===== src/sbq_pkg.sv =====
package sbq_pkg;

	localparam int QUEUE_DEPTH = 16;
	localparam int ID_BITS     = 16;

	localparam int CAP_W = 5;
	localparam int OCC_W = $clog2(QUEUE_DEPTH + 1);
	localparam int CMP_W = (OCC_W > CAP_W) ? OCC_W : CAP_W;

	localparam logic [CAP_W-1:0] CAP_RESET = CAP_W'(16);

	typedef enum logic {
		KIND_ARRIVE = 1'b0,
		KIND_FINISH = 1'b1
	} kind_t;

	typedef enum logic [2:0] {
		ST_SERVED      = 3'd0,
		ST_QUEUED      = 3'd1,
		ST_REJECTED    = 3'd2,
		ST_NEXT        = 3'd3,
		ST_IDLE_AFTER  = 3'd4,
		ST_FINISH_IDLE = 3'd5
	} status_t;

	typedef struct packed {
		logic               kind;
		logic [ID_BITS-1:0] customer_id;
	} in_item_t;

	typedef struct packed {
		logic [2:0]         status;
		logic [ID_BITS-1:0] subject_id;
		logic [ID_BITS-1:0] serving_now;
		logic               server_busy;
	} out_item_t;

	// per-cell control from the queue controller
	typedef struct packed {
		logic shift;
		logic load;
	} cell_ctrl_t;

endpackage


===== src/sbq_cell.sv =====
module sbq_cell
	import sbq_pkg::*;
(
	input  logic               clk,
	input  cell_ctrl_t         ctrl,
	input  logic [ID_BITS-1:0] push_id,
	input  logic [ID_BITS-1:0] next_id,
	output logic [ID_BITS-1:0] id_out
);

	logic [ID_BITS-1:0] id_q;

	// shift moves the line one cell toward the head, load fills the first free cell
	always_ff @(posedge clk) begin
		if (ctrl.shift) begin
			id_q <= next_id;
		end else if (ctrl.load) begin
			id_q <= push_id;
		end
	end

	assign id_out = id_q;

endmodule


===== src/single_server_bounded_queue.sv =====
// channel   direction  handshake            payload
// in        input      in_valid / in_stall  in_item   (kind, customer_id)
// out       output     out_valid / out_stall out_item (status, subject_id, serving_now, server_busy)
// cfg       input      cfg_valid / cfg_ready cfg_data (waiting_capacity)
//
// the request is evaluated in the cycle it is accepted and
// its result sits in the output register from the next cycle on
// a new request can be accepted every cycle while in_stall is low; the busy flag,
// the occupancy count and the cell line are updated when a request is accepted
// in_stall is raised only while a result is held and out_stall is high
// reset clears busy flag, serving id, occupancy and output valid, sets capacity to CAP_RESET, not the cells
module single_server_bounded_queue
	import sbq_pkg::*;
(
	input  logic             clk,
	input  logic             arst_n,
	input  logic             in_valid,
	output logic             in_stall,
	input  in_item_t         in_item,
	output logic             out_valid,
	input  logic             out_stall,
	output out_item_t        out_item,
	input  logic             cfg_valid,
	output logic             cfg_ready,
	input  logic [CAP_W-1:0] cfg_data
);

	// control state
	logic               busy_q;
	logic [ID_BITS-1:0] serving_q;
	logic [OCC_W-1:0]   occ_q;
	logic [CAP_W-1:0]   cap_q;

	// output register
	logic      out_valid_q;
	out_item_t out_q;

	// cell line, cell 0 is the head of the waiting line
	logic [ID_BITS-1:0] cell_id [QUEUE_DEPTH];
	cell_ctrl_t         cell_ctrl [QUEUE_DEPTH];

	logic accept;
	logic cfg_write;
	logic push;
	logic pop;

	logic [CMP_W-1:0] cap_ext;
	logic [CMP_W-1:0] eff_cap;
	logic             full;

	// next-state and result of the request being accepted
	logic               busy_d;
	logic [ID_BITS-1:0] serving_d;
	logic [OCC_W-1:0]   occ_d;
	status_t            status_d;
	logic [ID_BITS-1:0] subject_d;

	assign cfg_ready = 1'b1;
	assign cfg_write = cfg_valid && cfg_ready;

	assign in_stall  = out_valid_q && out_stall;
	assign accept    = in_valid && !in_stall;
	assign out_valid = out_valid_q;
	assign out_item  = out_q;

	// capacity clamped to 1 .. QUEUE_DEPTH
	assign cap_ext = CMP_W'(cap_q);
	always_comb begin
		if (cap_ext == '0) begin
			eff_cap = CMP_W'(1);
		end else if (cap_ext > CMP_W'(QUEUE_DEPTH)) begin
			eff_cap = CMP_W'(QUEUE_DEPTH);
		end else begin
			eff_cap = cap_ext;
		end
	end

	assign full = CMP_W'(occ_q) >= eff_cap;

	// request decode
	always_comb begin
		busy_d    = busy_q;
		serving_d = serving_q;
		occ_d     = occ_q;
		push      = 1'b0;
		pop       = 1'b0;
		status_d  = ST_FINISH_IDLE;
		subject_d = '0;
		unique case (kind_t'(in_item.kind))
			KIND_ARRIVE: begin
				subject_d = in_item.customer_id;
				if (!busy_q) begin
					// idle server takes the customer directly
					busy_d    = 1'b1;
					serving_d = in_item.customer_id;
					status_d  = ST_SERVED;
				end else if (full) begin
					status_d = ST_REJECTED;
				end else begin
					push     = 1'b1;
					occ_d    = occ_q + OCC_W'(1);
					status_d = ST_QUEUED;
				end
			end
			KIND_FINISH: begin
				if (busy_q) begin
					subject_d = serving_q;
					if (occ_q == '0) begin
						busy_d    = 1'b0;
						serving_d = '0;
						status_d  = ST_IDLE_AFTER;
					end else begin
						// head of the line goes into service
						pop       = 1'b1;
						serving_d = cell_id[0];
						occ_d     = occ_q - OCC_W'(1);
						status_d  = ST_NEXT;
					end
				end else begin
					status_d = ST_FINISH_IDLE;
				end
			end
			default: begin
				status_d = ST_FINISH_IDLE;
			end
		endcase
	end

	// the cell line: shift on pop, load the first free cell on push
	for (genvar i = 0; i < QUEUE_DEPTH; i++) begin : g_cell
		logic [ID_BITS-1:0] next_id;

		if (i < QUEUE_DEPTH - 1) begin : g_mid
			assign next_id = cell_id[i+1];
		end else begin : g_last
			assign next_id = cell_id[i];
		end

		assign cell_ctrl[i].shift = accept && pop;
		assign cell_ctrl[i].load  = accept && push && (occ_q == OCC_W'(i));

		sbq_cell u_cell (
			.clk     (clk),
			.ctrl    (cell_ctrl[i]),
			.push_id (in_item.customer_id),
			.next_id (next_id),
			.id_out  (cell_id[i])
		);
	end

	// control state; a capacity write flushes the waiting line
	always_ff @(posedge clk or negedge arst_n) begin
		if (!arst_n) begin
			busy_q    <= 1'b0;
			serving_q <= '0;
			occ_q     <= '0;
			cap_q     <= CAP_RESET;
		end else begin
			if (accept) begin
				busy_q    <= busy_d;
				serving_q <= serving_d;
			end
			if (cfg_write) begin
				cap_q <= cfg_data;
				occ_q <= '0;
			end else if (accept) begin
				occ_q <= occ_d;
			end
		end
	end

	// output valid
	always_ff @(posedge clk or negedge arst_n) begin
		if (!arst_n) begin
			out_valid_q <= 1'b0;
		end else if (accept) begin
			out_valid_q <= 1'b1;
		end else if (!out_stall) begin
			out_valid_q <= 1'b0;
		end
	end

	// result payload
	always_ff @(posedge clk) begin
		if (accept) begin
			out_q.status      <= status_d;
			out_q.subject_id  <= subject_d;
			out_q.serving_now <= serving_d;
			out_q.server_busy <= busy_d;
		end
	end

endmodule


===== config.mk =====
export PLATFORM = sky130hd
export DESIGN_NAME = single_server_bounded_queue
export DESIGN_NICKNAME = d
export VERILOG_FILES = /design/src/sbq_pkg.sv /design/src/sbq_cell.sv /design/src/single_server_bounded_queue.sv
export SDC_FILE = /design/constraint.sdc
export NUM_CORES = 1
export LEC_CHECK = 0
export BUFFER_PORTS_ARGS = -buffer_cell sky130_fd_sc_hd__buf_2
export CAP_MARGIN = 10
export CORE_MARGIN = 2
export CORE_UTILIZATION = 50
export CTS_CLUSTER_SIZE = 28
export DETAILED_ROUTE_END_ITERATION = 10
export GPL_TIMING_DRIVEN = 0
export PLACE_DENSITY = 0.76
export SLEW_MARGIN = 20
export SYNTH_ARGS = -nofsm -noshare
export SYNTH_HDL_FRONTEND = slang
export SYNTH_SLANG_ARGS = --single-unit

===== constraint.sdc =====
create_clock -name clk -period 3.01 [get_ports clk]
set_input_delay 0.1505 -clock clk [delete_from_list [all_inputs] [get_ports clk]]
set_output_delay 0.1505 -clock clk [all_outputs]
set_load 0.01 [all_outputs]

Word level (Yosys, flattened, before mapping) --
Index checks and enable logic that the tools add are counted.
Word-level totals: flip-flop bits (word level) 320, output and inout port bits 39, logic and storage cells 151
Cells by class: add/subtract/negate cells 2, magnitude comparators 2, equality and inequality tests 20, muxes and demuxes 59, bitwise logic cells 2, reduce and logical (&&, ||, !) cells 41
Operator list (count):
- two-way mux 16 bit | 34
- one-hot mux 16 bit (2 select lines) | 2
- equality test 5 x 4 -> 1 bit, second input constant | 8
- two-way mux 5 bit | 8
- nonzero test 2 bit | 16
- equality test 5 x 3 -> 1 bit, second input constant | 4
- logical AND 1 bit | 20
- equality test 5 x 2 -> 1 bit, second input constant | 2
- logical NOT 5 bit | 2
- one-hot mux 5 bit (2 select lines) | 1
- != test 3 bit, second input constant | 3
- two-way mux 1 bit | 8
- two-way mux 3 bit | 2
- one-hot mux 3 bit (2 select lines) | 1
- adder 5 x 1 -> 5 bit, second input constant | 1
- equality test 5 x 1 -> 1 bit, second input constant | 1
- greater-or-equal comparator 5 bit | 1
- > comparator 5 bit, second input constant | 1
- AND reduction 5 bit | 1
- subtractor 5 x 1 -> 5 bit, second input constant | 1
- two-way mux 2 bit | 2
- != test 3 x 1 -> 1 bit, second input constant | 1
- != test 2 x 1 -> 1 bit, second input constant | 1
- NOT 1 bit | 2
- 3 further kinds | 3

Longest topological paths before layout --
Gate-level depths: netlist of run 1.
depth in word-level cells 11, mapped depth 11, gate-level depth less buffers 9

Modules after synthesis --
Synthesis of run 1 repeated with hierarchy kept, for this count alone.
Second synthesis, totals: cell total of the unflattened synthesis 878, area, all modules 15310.9 um^2
Modules (own cells, without submodules):
- sbq_cell | times used 16, cells each 35, area each 732.0 um^2, seq. area each 480.5 um^2
- single_server_bounded_queue | times used 1, cells each 318, area each 3599.7 um^2, seq. area each 1783.0 um^2

Least setup slack after synthesis of run 1 --
Ideal clock, no wire load.
path type register to register, start reg out_valid_q, in the netlist out_valid, end reg g_cell[15].u_cell.id_q[0] (enable), library setup time 0.389 ns, data arrival time 2.836 ns, data required time 2.621 ns, path slack -0.215 ns, stages on the path, launching flop included 5, buffers on the path 1, path through dfrtp_1 > a21boi_1 > clkbuf_1 > nand3_1 > nor2_1
On the way: word-level cells in the longest chain between the ends 6, elaborated cells on any way between the ends 8
RTL lines:
- start, declared | line single_server_bounded_queue.sv:35 | logic out_valid_q;
- start signal, assigned | line single_server_bounded_queue.sv:175 | out_valid_q <= 1'b0;
- start signal, assigned | line single_server_bounded_queue.sv:177 | out_valid_q <= 1'b1;
- start signal, assigned | line single_server_bounded_queue.sv:179 | out_valid_q <= 1'b0;
- logical AND 1 bit * | line single_server_bounded_queue.sv:61 | assign in_stall = out_valid_q && out_stall;
- logical NOT 1 bit * | line single_server_bounded_queue.sv:62 | assign accept = in_valid && !in_stall;
- logical AND 1 bit * | line single_server_bounded_queue.sv:62
- named net accept | line single_server_bounded_queue.sv:42 | logic accept;
- logical AND 1 bit (on tied branches) | line single_server_bounded_queue.sv:140, single_server_bounded_queue.sv:139
- logical AND 1 bit or NOT 1 bit (tied branches)
- AND reduction 2 bit (no line) *
- end signal, assigned | line sbq_cell.sv:16 | id_q <= next_id;
- end signal, assigned | line sbq_cell.sv:18 | id_q <= push_id;
- end, declared | line sbq_cell.sv:11 | logic [ID_BITS-1:0] id_q;
The timed path passes the listed nets; every way through them passes the cells marked *. A chain may end at the register's enable or synchronous reset.

Worst setup path after layout of run 1 --
start reg occ_q[0], end reg g_cell[2].u_cell.id_q[10] (enable)
On the way: word-level cells in the longest chain between the ends 7, elaborated cells on any way between the ends 13
RTL lines:
- start, declared | line single_server_bounded_queue.sv:31 | logic [OCC_W-1:0] occ_q;
- start signal, assigned | line single_server_bounded_queue.sv:156 | occ_q <= '0;
- start signal, assigned | line single_server_bounded_queue.sv:165 | occ_q <= '0;
- start signal, assigned | line single_server_bounded_queue.sv:167 | occ_q <= occ_d;
- greater-or-equal comparator 5 bit | line single_server_bounded_queue.sv:78 | assign full = CMP_W'(occ_q) >= eff_cap;
- two-way mux 1 bit | line single_server_bounded_queue.sv:97 | end else if (full) begin
- two-way mux 1 bit | line single_server_bounded_queue.sv:92 | if (!busy_q) begin
- two-way mux 1 bit | line single_server_bounded_queue.sv:89 | unique case (kind_t'(in_item.kind))
- logical AND 1 bit (2 in series) | line single_server_bounded_queue.sv:140 | assign cell_ctrl[i].load = accept && push && (occ_q == OCC_W'(i));
- nonzero test 2 bit (no line) *
- end signal, assigned | line sbq_cell.sv:16
- end signal, assigned | line sbq_cell.sv:18
- end, declared | line sbq_cell.sv:11
Every way passes the cells marked *; elsewhere a longest branch is shown, timed or not.

==> impl_metrics.ini, run 1 <==
[status]
status = finished with violations
violations = setup timing

[clock_network]
cts_root_buf = clkbuf_16
h-tree-depth = 2
worstSkewPairLatency_ns = 0.51
cts.clk_slew.worst_paths_ns = 0.06
numCtsBuffers = 34
cts_tree = built
clockBufferDepth = 3
numClockSinks = 320

[sta]
timing.fmax_mhz = 322
finClkSkew_ns = 0.0165
rsz0062_at_grt = true
holdWs_ns = 0.0532
layout_min_cycle_time_ns = 3.11
slew_violations = 0
worst_slack_ns = -0.0990
setup_viol = 152
finalHoldViolCount = 0
setup_tns_ns = -7.32
min_period_over_period_pct = 103
tightest_slew_ns = 1.14
slew-limit-headroom_pct = 24.1

[place]
io_buffers = 63
routabilityCongestion = 0.916
dpl.hpwl_microns = 21000
place_ws_ns = -0.491
place_inst = 1314
post_dp_cell_area_sq_mm = 0.0143

[critical_path]
crit_arrival_ns = 3.30
crit_chain = inv_1 > ha_1 > nand2b_4 > a2111o_1 > a311o_1 > nor3_4 > buf_12 > buf_4 > buf_16 > a31o_4
crit_type = flop to flop
cp-start-kind = flop
critPathCaptureType = flop
max_stage_delay_ns = 0.43
required_ns = 3.20
crit_path_max_fanout = 8
cp_slowest_cell = dfrtp_1

[layout]
num-nets-final = 1109
utilization_pct = 61.4
final_cells = 1436
design_area_sq_mm = 0.0165
drive_gt1_share_pct = 24.1
nFillCells = 1908
diodes = 0
syn2layout_area_growth_pct = 21.1

[worst_hold_path]
hold_class = primary input to flop

[global_routing]
grt_pass1_wl_microns = 51000
grt_usage_pct = 24.1
grt_max_degree = 46
antenna_found_initial = 1
overflow = 0
grt_pass1_vias = 8575

[yosys]
synth_area_leader_cell = edfxtp_1
synth.top_cell.area_share_pct = 64.6
async_flop_share_pct = 8.75
synth_edf_count = 292
synth_area_sq_mm = 0.0136
synthTopCellsByArea = edfxtp_1 65%, a21o_1 13%, dfrtp_1 5.0%
ys_types = 50
netlist_instances = 910
synth_nets = 948
avgSynthCellArea_sq_um = 14.9
ys_ff_latch = 320
synth.yosys.seq_area_share_pct = 69.7
synth_flop_cell = edfxtp_1
synth_warnings = 0

[floorplan]
core_sq_mm = 0.0268
placementRows = 60
die-area_sq_mm = 0.0285
die_h_microns = 169
ios = 66
die_w_microns = 169
floorplan.initialDensity_pct = 50.7

[drt]
dr.pass1.iters = 6
drt_iter0_markers = 1111
dr_total_vias = 8820
via_per_inst = 6.14
drcViolationCount = 0
wl_per_cell_microns = 24.5
ant_nets = 0
wl_microns = 35100

[job]
maxCapViolCount = 0

[power]
power.density_mw_per_mm2 = 725
ir_drop_v = 0.000474
leakagePower_nw = 7.13
total_power_mw = 11.9
-- layer usage --
| layer | up-vias | GRT usage (%) | part of all wire [%] |
|---|---|---|---|
| li1 | 3800 | - | - |
| met1 | 4455 | 32.4 | 39 |
| met2 | 484 | 38.6 | 47 |
| met3 | 79 | 6.59 | 11 |
| met4 | 2 | 7.12 | 2.8 |
| met5 | - | 0 | 0.028 |
-- cells in the mapped netlist, drive strengths merged, types with 3 or more instances --
master and count:
edfxtp 292, a21o 240, buf 55, nand2 40
inv 37, o21ai 34, dfrtp 27, nor2 27
mux2 22, nand3 19, mux2i 17, clkbuf 16
o22ai 16, a31o 11, ha 11, a21oi 5
nor3 5, nor2b 4, a211oi 3, a41o 3
-- layout make-up --
type	instances	area [sq um]	area share (%)
flip-flops and latches	320	9470	57.6
plain buffers	70	478	2.91
clock inverters	20	241	1.47
multi-input cells	493	3870	23.5
clock buffers	40	895	5.44
repair buffers	115	933	5.67
well taps	341	427	2.59
inverters	37	139	0.844
-- worst max-delay path, delay by kind of cell, from the launching register on --
family / cells / cell delay, ns
AO/OA/AOI/OAI: 3 / 1.02
flip-flops: 1 / 0.43
adder cells (fa/ha/maj): 1 / 0.29
buffers and inverters: 4 / 0.67
AND/OR/NAND/NOR: 2 / 0.37
-- kinds of logic (layout without fill, tap and decap cells) --
family	after synthesis	in the layout	synth area share, %
and+or+nand+nor	108	108	4.44
muxes	39	39	3.08
DFF	320	320	69.7
other	1	1	0.0276
adders and majority gates	11	11	1.01
AOI/OAI and AO/OA	322	333	17.2
buffers and inverters	108	282	4.44
xor gates and xnor gates	1	1	0.0645
-- report_power, final --
group	internal, mW	leakage, nW	switching, mW
sequential	5.35	3.02	0.194
combinational	0.855	3.55	1.23
clock	2.57	0.560	1.72
total	8.78	7.13	3.15
-- cells in the final DEF, fill, tap and decap left out, drive strengths merged, types with 5 or more instances in the layout --
cell / Yosys / final
edfxtp: 292 / 292
a21o: 240 / 240
buf: 55 / 142
clkbuf: 16 / 57
nand2: 40 / 40
inv: 37 / 39
o21ai: 34 / 34
dfrtp: 27 / 27
nor2: 27 / 27
dlygate4sd3: 0 / 26
mux2: 22 / 22
nand3: 19 / 19
a31o: 11 / 19
mux2i: 17 / 17
o22ai: 16 / 16
ha: 11 / 11
clkinv: 0 / 11
a41o: 3 / 6
a21oi: 5 / 5
bufinv: 0 / 5
nor3: 5 / 5
-- final timing paths --
| kind | startpoint | endpoint | slack (ns) | depth (start not counted) |
|---|---|---|---|---|
| setup / recovery | occ_q[0]$_DFFE_PN0P_ | g_cell[2].u_cell.id_out[10]$_DFFE_PP_ | -0.1 | 10 |
| setup reg to reg | occ_q[0]$_DFFE_PN0P_ | g_cell[2].u_cell.id_out[10]$_DFFE_PP_ | -0.1 | 10 |
| max in group asynchronous | arst_n | serving_q[13]$_DFFE_PN0P_ | 2.29 | 2 |
| hold reg to reg | g_cell[5].u_cell.id_out[14]$_DFFE_PP_ | g_cell[4].u_cell.id_out[14]$_DFFE_PP_ | 0.51 | 1 |
| hold / removal | cfg_valid | occ_q[2]$_DFFE_PN0P_ | 0.05 | 3 |
| min in group asynchronous | arst_n | out_valid$_DFFE_PN0P_ | 0.24 | 2 |
-- registers in the layout (all words and copies together) (netlist names) --
register,flops
busy_q,1
occ_q,5
cap_ext,5
out_valid,1
serving_q,16
g_cell.u_cell.id_out,256
out_item,36
-- what timing repair did --
| action | in CTS | in global routing |
|---|---|---|
| cloned | 10 | 5 |
| setup buffers | 11 | 12 |
| pin swaps | 4 | 4 |
| endpoints found under the setup margin | 256 | 249 |
| hold endpoints to repair | 49 | 0 |
| hold buffers | 26 | 0 |
| gates resized for setup | 38 | 4 |
(Power assumes the default switching activity.)
==> run 2: changes to the inputs <==
--- a/config.mk
+++ b/config.mk
@@ -7,6 +7,7 @@
 export LEC_CHECK = 0
 export BUFFER_PORTS_ARGS = -buffer_cell sky130_fd_sc_hd__buf_2
 export CAP_MARGIN = 10
+export CORE_ASPECT_RATIO = 0.9
 export CORE_MARGIN = 2
 export CORE_UTILIZATION = 50
 export CTS_CLUSTER_SIZE = 28
==> run 2 against run 1 <==
The run still ends with setup timing left. Via count decreased by 2.8%. Sequential share of layout area grew 1.2 points. Count of clock-buffer cells in the layout decreased by 3. Largest power group unchanged. Register-to-register slack lost 0.04 ns. Non-clock buffer count down 12. First-iteration DRC count down 6.0%. Worst hold slack improved by 0.17 ns. Flip-flop and latch count unchanged. Setup slack lost 0.044 ns.
==> impl_metrics.ini, run 2 (synthesis results as in run 1) <==
[layout]
num-nets-final = 1094
nFillCells = 1936
final_common_cell = edfxtp_1
layout_common_cells = 292 x edfxtp_1, 240 x a21o_1, 80 x buf_2, 38 x nand2_1, 36 x inv_1
syn2layout_area_growth_pct = 18.7
largest_register_ffs = 256
utilization_pct = 59.9
design_area_sq_mm = 0.0161
diodes = 0
drive_gt1_share_pct = 22.4

[floorplan]
placementRows = 57
die_w_microns = 178
core_sq_mm = 0.0269
ios = 66
die-area_sq_mm = 0.0285
die_h_microns = 160
floorplan.initialDensity_pct = 50.5

[critical_path]
worstSetupStartpoint = cap_ext[3]$_DFFE_PN0P_
crit_path_max_fanout = 12
crit_buf_inv = 3
crit_chain = nor3_2 > nor2_1 > nor2_1 > ha_1 > nand2b_4 > a2111o_1 > a311o_1 > buf_6 > nor3_4 > buf_6 > buf_12 > a31o_4
crit_arrival_ns = 3.41
required_ns = 3.27
reg2reg_depth = 12
r2r-end = g_cell[2].u_cell.id_out[5]$_DFFE_PP_
r2r_start = cap_ext[3]$_DFFE_PN0P_
cp-start-kind = flop
critPathTopFamily = compound AO/OA/AOI/OAI gates
critPathCaptureType = flop
r2r_slack_ns = -0.14
cp_slowest_cell = dfrtp_1
crit_type = flop to flop
max_stage_delay_ns = 0.42

[clock_network]
numCtsBuffers = 31
clockBufferDepth = 3
cts_tree = built
cts_root_buf = clkbuf_16
h-tree-depth = 1
cts.clk_slew.worst_paths_ns = 0.07
numClockSinks = 320
worstSkewPairLatency_ns = 0.56

[sta]
slew-limit-headroom_pct = 29.4
layout_min_cycle_time_ns = 3.15
min_period_over_period_pct = 105
holdWs_ns = 0.220
rsz0062_at_grt = true
worst_slack_ns = -0.142
setup_tns_ns = -25.42
timing.fmax_mhz = 317
tightest_slew_ns = 1.06
slew_violations = 0
finalHoldViolCount = 0
finClkSkew_ns = 0.00915
setup_viol = 256

[place]
post_dp_cell_area_sq_mm = 0.0143
dpl.hpwl_microns = 21400
routabilityCongestion = 0.886
io_buffers = 63

[status]
violations = setup timing
status = finished with violations

[drt]
via_per_inst = 5.98
dr.pass1.iters = 5
ant_nets = 0
wl_microns = 33600
drt_iter0_markers = 1044
dr_total_vias = 8576
drcViolationCount = 0
wl_per_cell_microns = 23.4

[power]
leakagePower_nw = 6.94
power.density_mw_per_mm2 = 707
total_power_mw = 11.4
ir_drop_v = 0.000531

[global_routing]
grt_max_degree = 46
grt_usage_pct = 22.8
overflow = 0
grt_pass1_vias = 8096
antenna_found_initial = 1
grt_pass1_wl_microns = 48900

[worst_hold_path]
hold_class = primary input to async pin

[job]
maxCapViolCount = 0
run 2: cell count changes in the layout (fill, tap and decap cells not counted), moves of 2 or more:
cell and change:
buf_4 -5, clkinvlp_4 +2, a31o_4 +2, a41o_2 -2, buf_6 +3, clkinv_2 -4, clkinv_1 +6, inv_6 -2
clkbuf_16 -6, buf_16 -3, buf_12 -5
run 2: worst max path at each step:
stage	to	slack (ns)	cells past startpoint
2_1_floorplan	g_cell[12].u_cell.id_out[0]$_DFFE_PP_	-0.01	10
3_3_place_gp	g_cell[14].u_cell.id_out[4]$_DFFE_PP_	-0.47	8
3_5_place_dp	g_cell[12].u_cell.id_out[5]$_DFFE_PP_	-0.49	8
4_1_cts	g_cell[3].u_cell.id_out[4]$_DFFE_PP_	-0.1	8
5_1_grt	g_cell[2].u_cell.id_out[9]$_DFFE_PP_	-0.26	12
6_report	g_cell[2].u_cell.id_out[5]$_DFFE_PP_	-0.14	12
run 2: final cells by class:
| type | instances | area [sq um] | share of cell area [%] |
|---|---|---|---|
| flip-flops and latches | 320 | 9470 | 58.8 |
| well taps | 354 | 443 | 2.75 |
| clock inverters | 20 | 203 | 1.26 |
| multi-input cells | 493 | 3880 | 24.1 |
| repair buffers | 103 | 703 | 4.36 |
| inverters | 37 | 139 | 0.862 |
| clock buffers | 37 | 798 | 4.95 |
| plain buffers | 70 | 477 | 2.96 |
run 2: timing repair:
action	4_1_cts	5_1_grt
setup buffers	5	7
pin swaps	5	4
hold buffers	27	0
setup endpoints to repair	256	261
endpoints found under the hold margin	50	0
cloned	3	9
resized for setup	24	24
run 2: worst register-to-register path: cells and delay by family (launching register included):
family          cells  cell delay (ns)
fa+ha+maj           1             0.24
buf+inv             3             0.50
flops               1             0.42
compound gates      3             0.94
simple gates        5             0.74
run 2: power breakdown:
part | total [mW] | internal [mW] | switching [mW]
Combinational | 1.96 | 0.792 | 1.17
Sequential | 5.57 | 5.35 | 0.220
Clock | 3.86 | 2.23 | 1.63
run 2: metal layers:
layer / vias up / track usage, % / part of all wire (%) / routed length [microns]
li1: 3759 / - / - / -
met3: 60 / 6.63 / 10 / 3360
met1: 4350 / 32.2 / 41 / 13700
met2: 407 / 34.7 / 47 / 15700
met5: - / 0 / 0 / 0
met4: 0 / 6.22 / 2.4 / 811
run 2: stage by stage:
step                instances  setup slack [ns]
floorplan                 910           -0.0129
global placement         1327            -0.474
detailed placement       1327            -0.488
CTS                      1418           -0.0975
global route             1434            -0.256
finish                   1434            -0.142
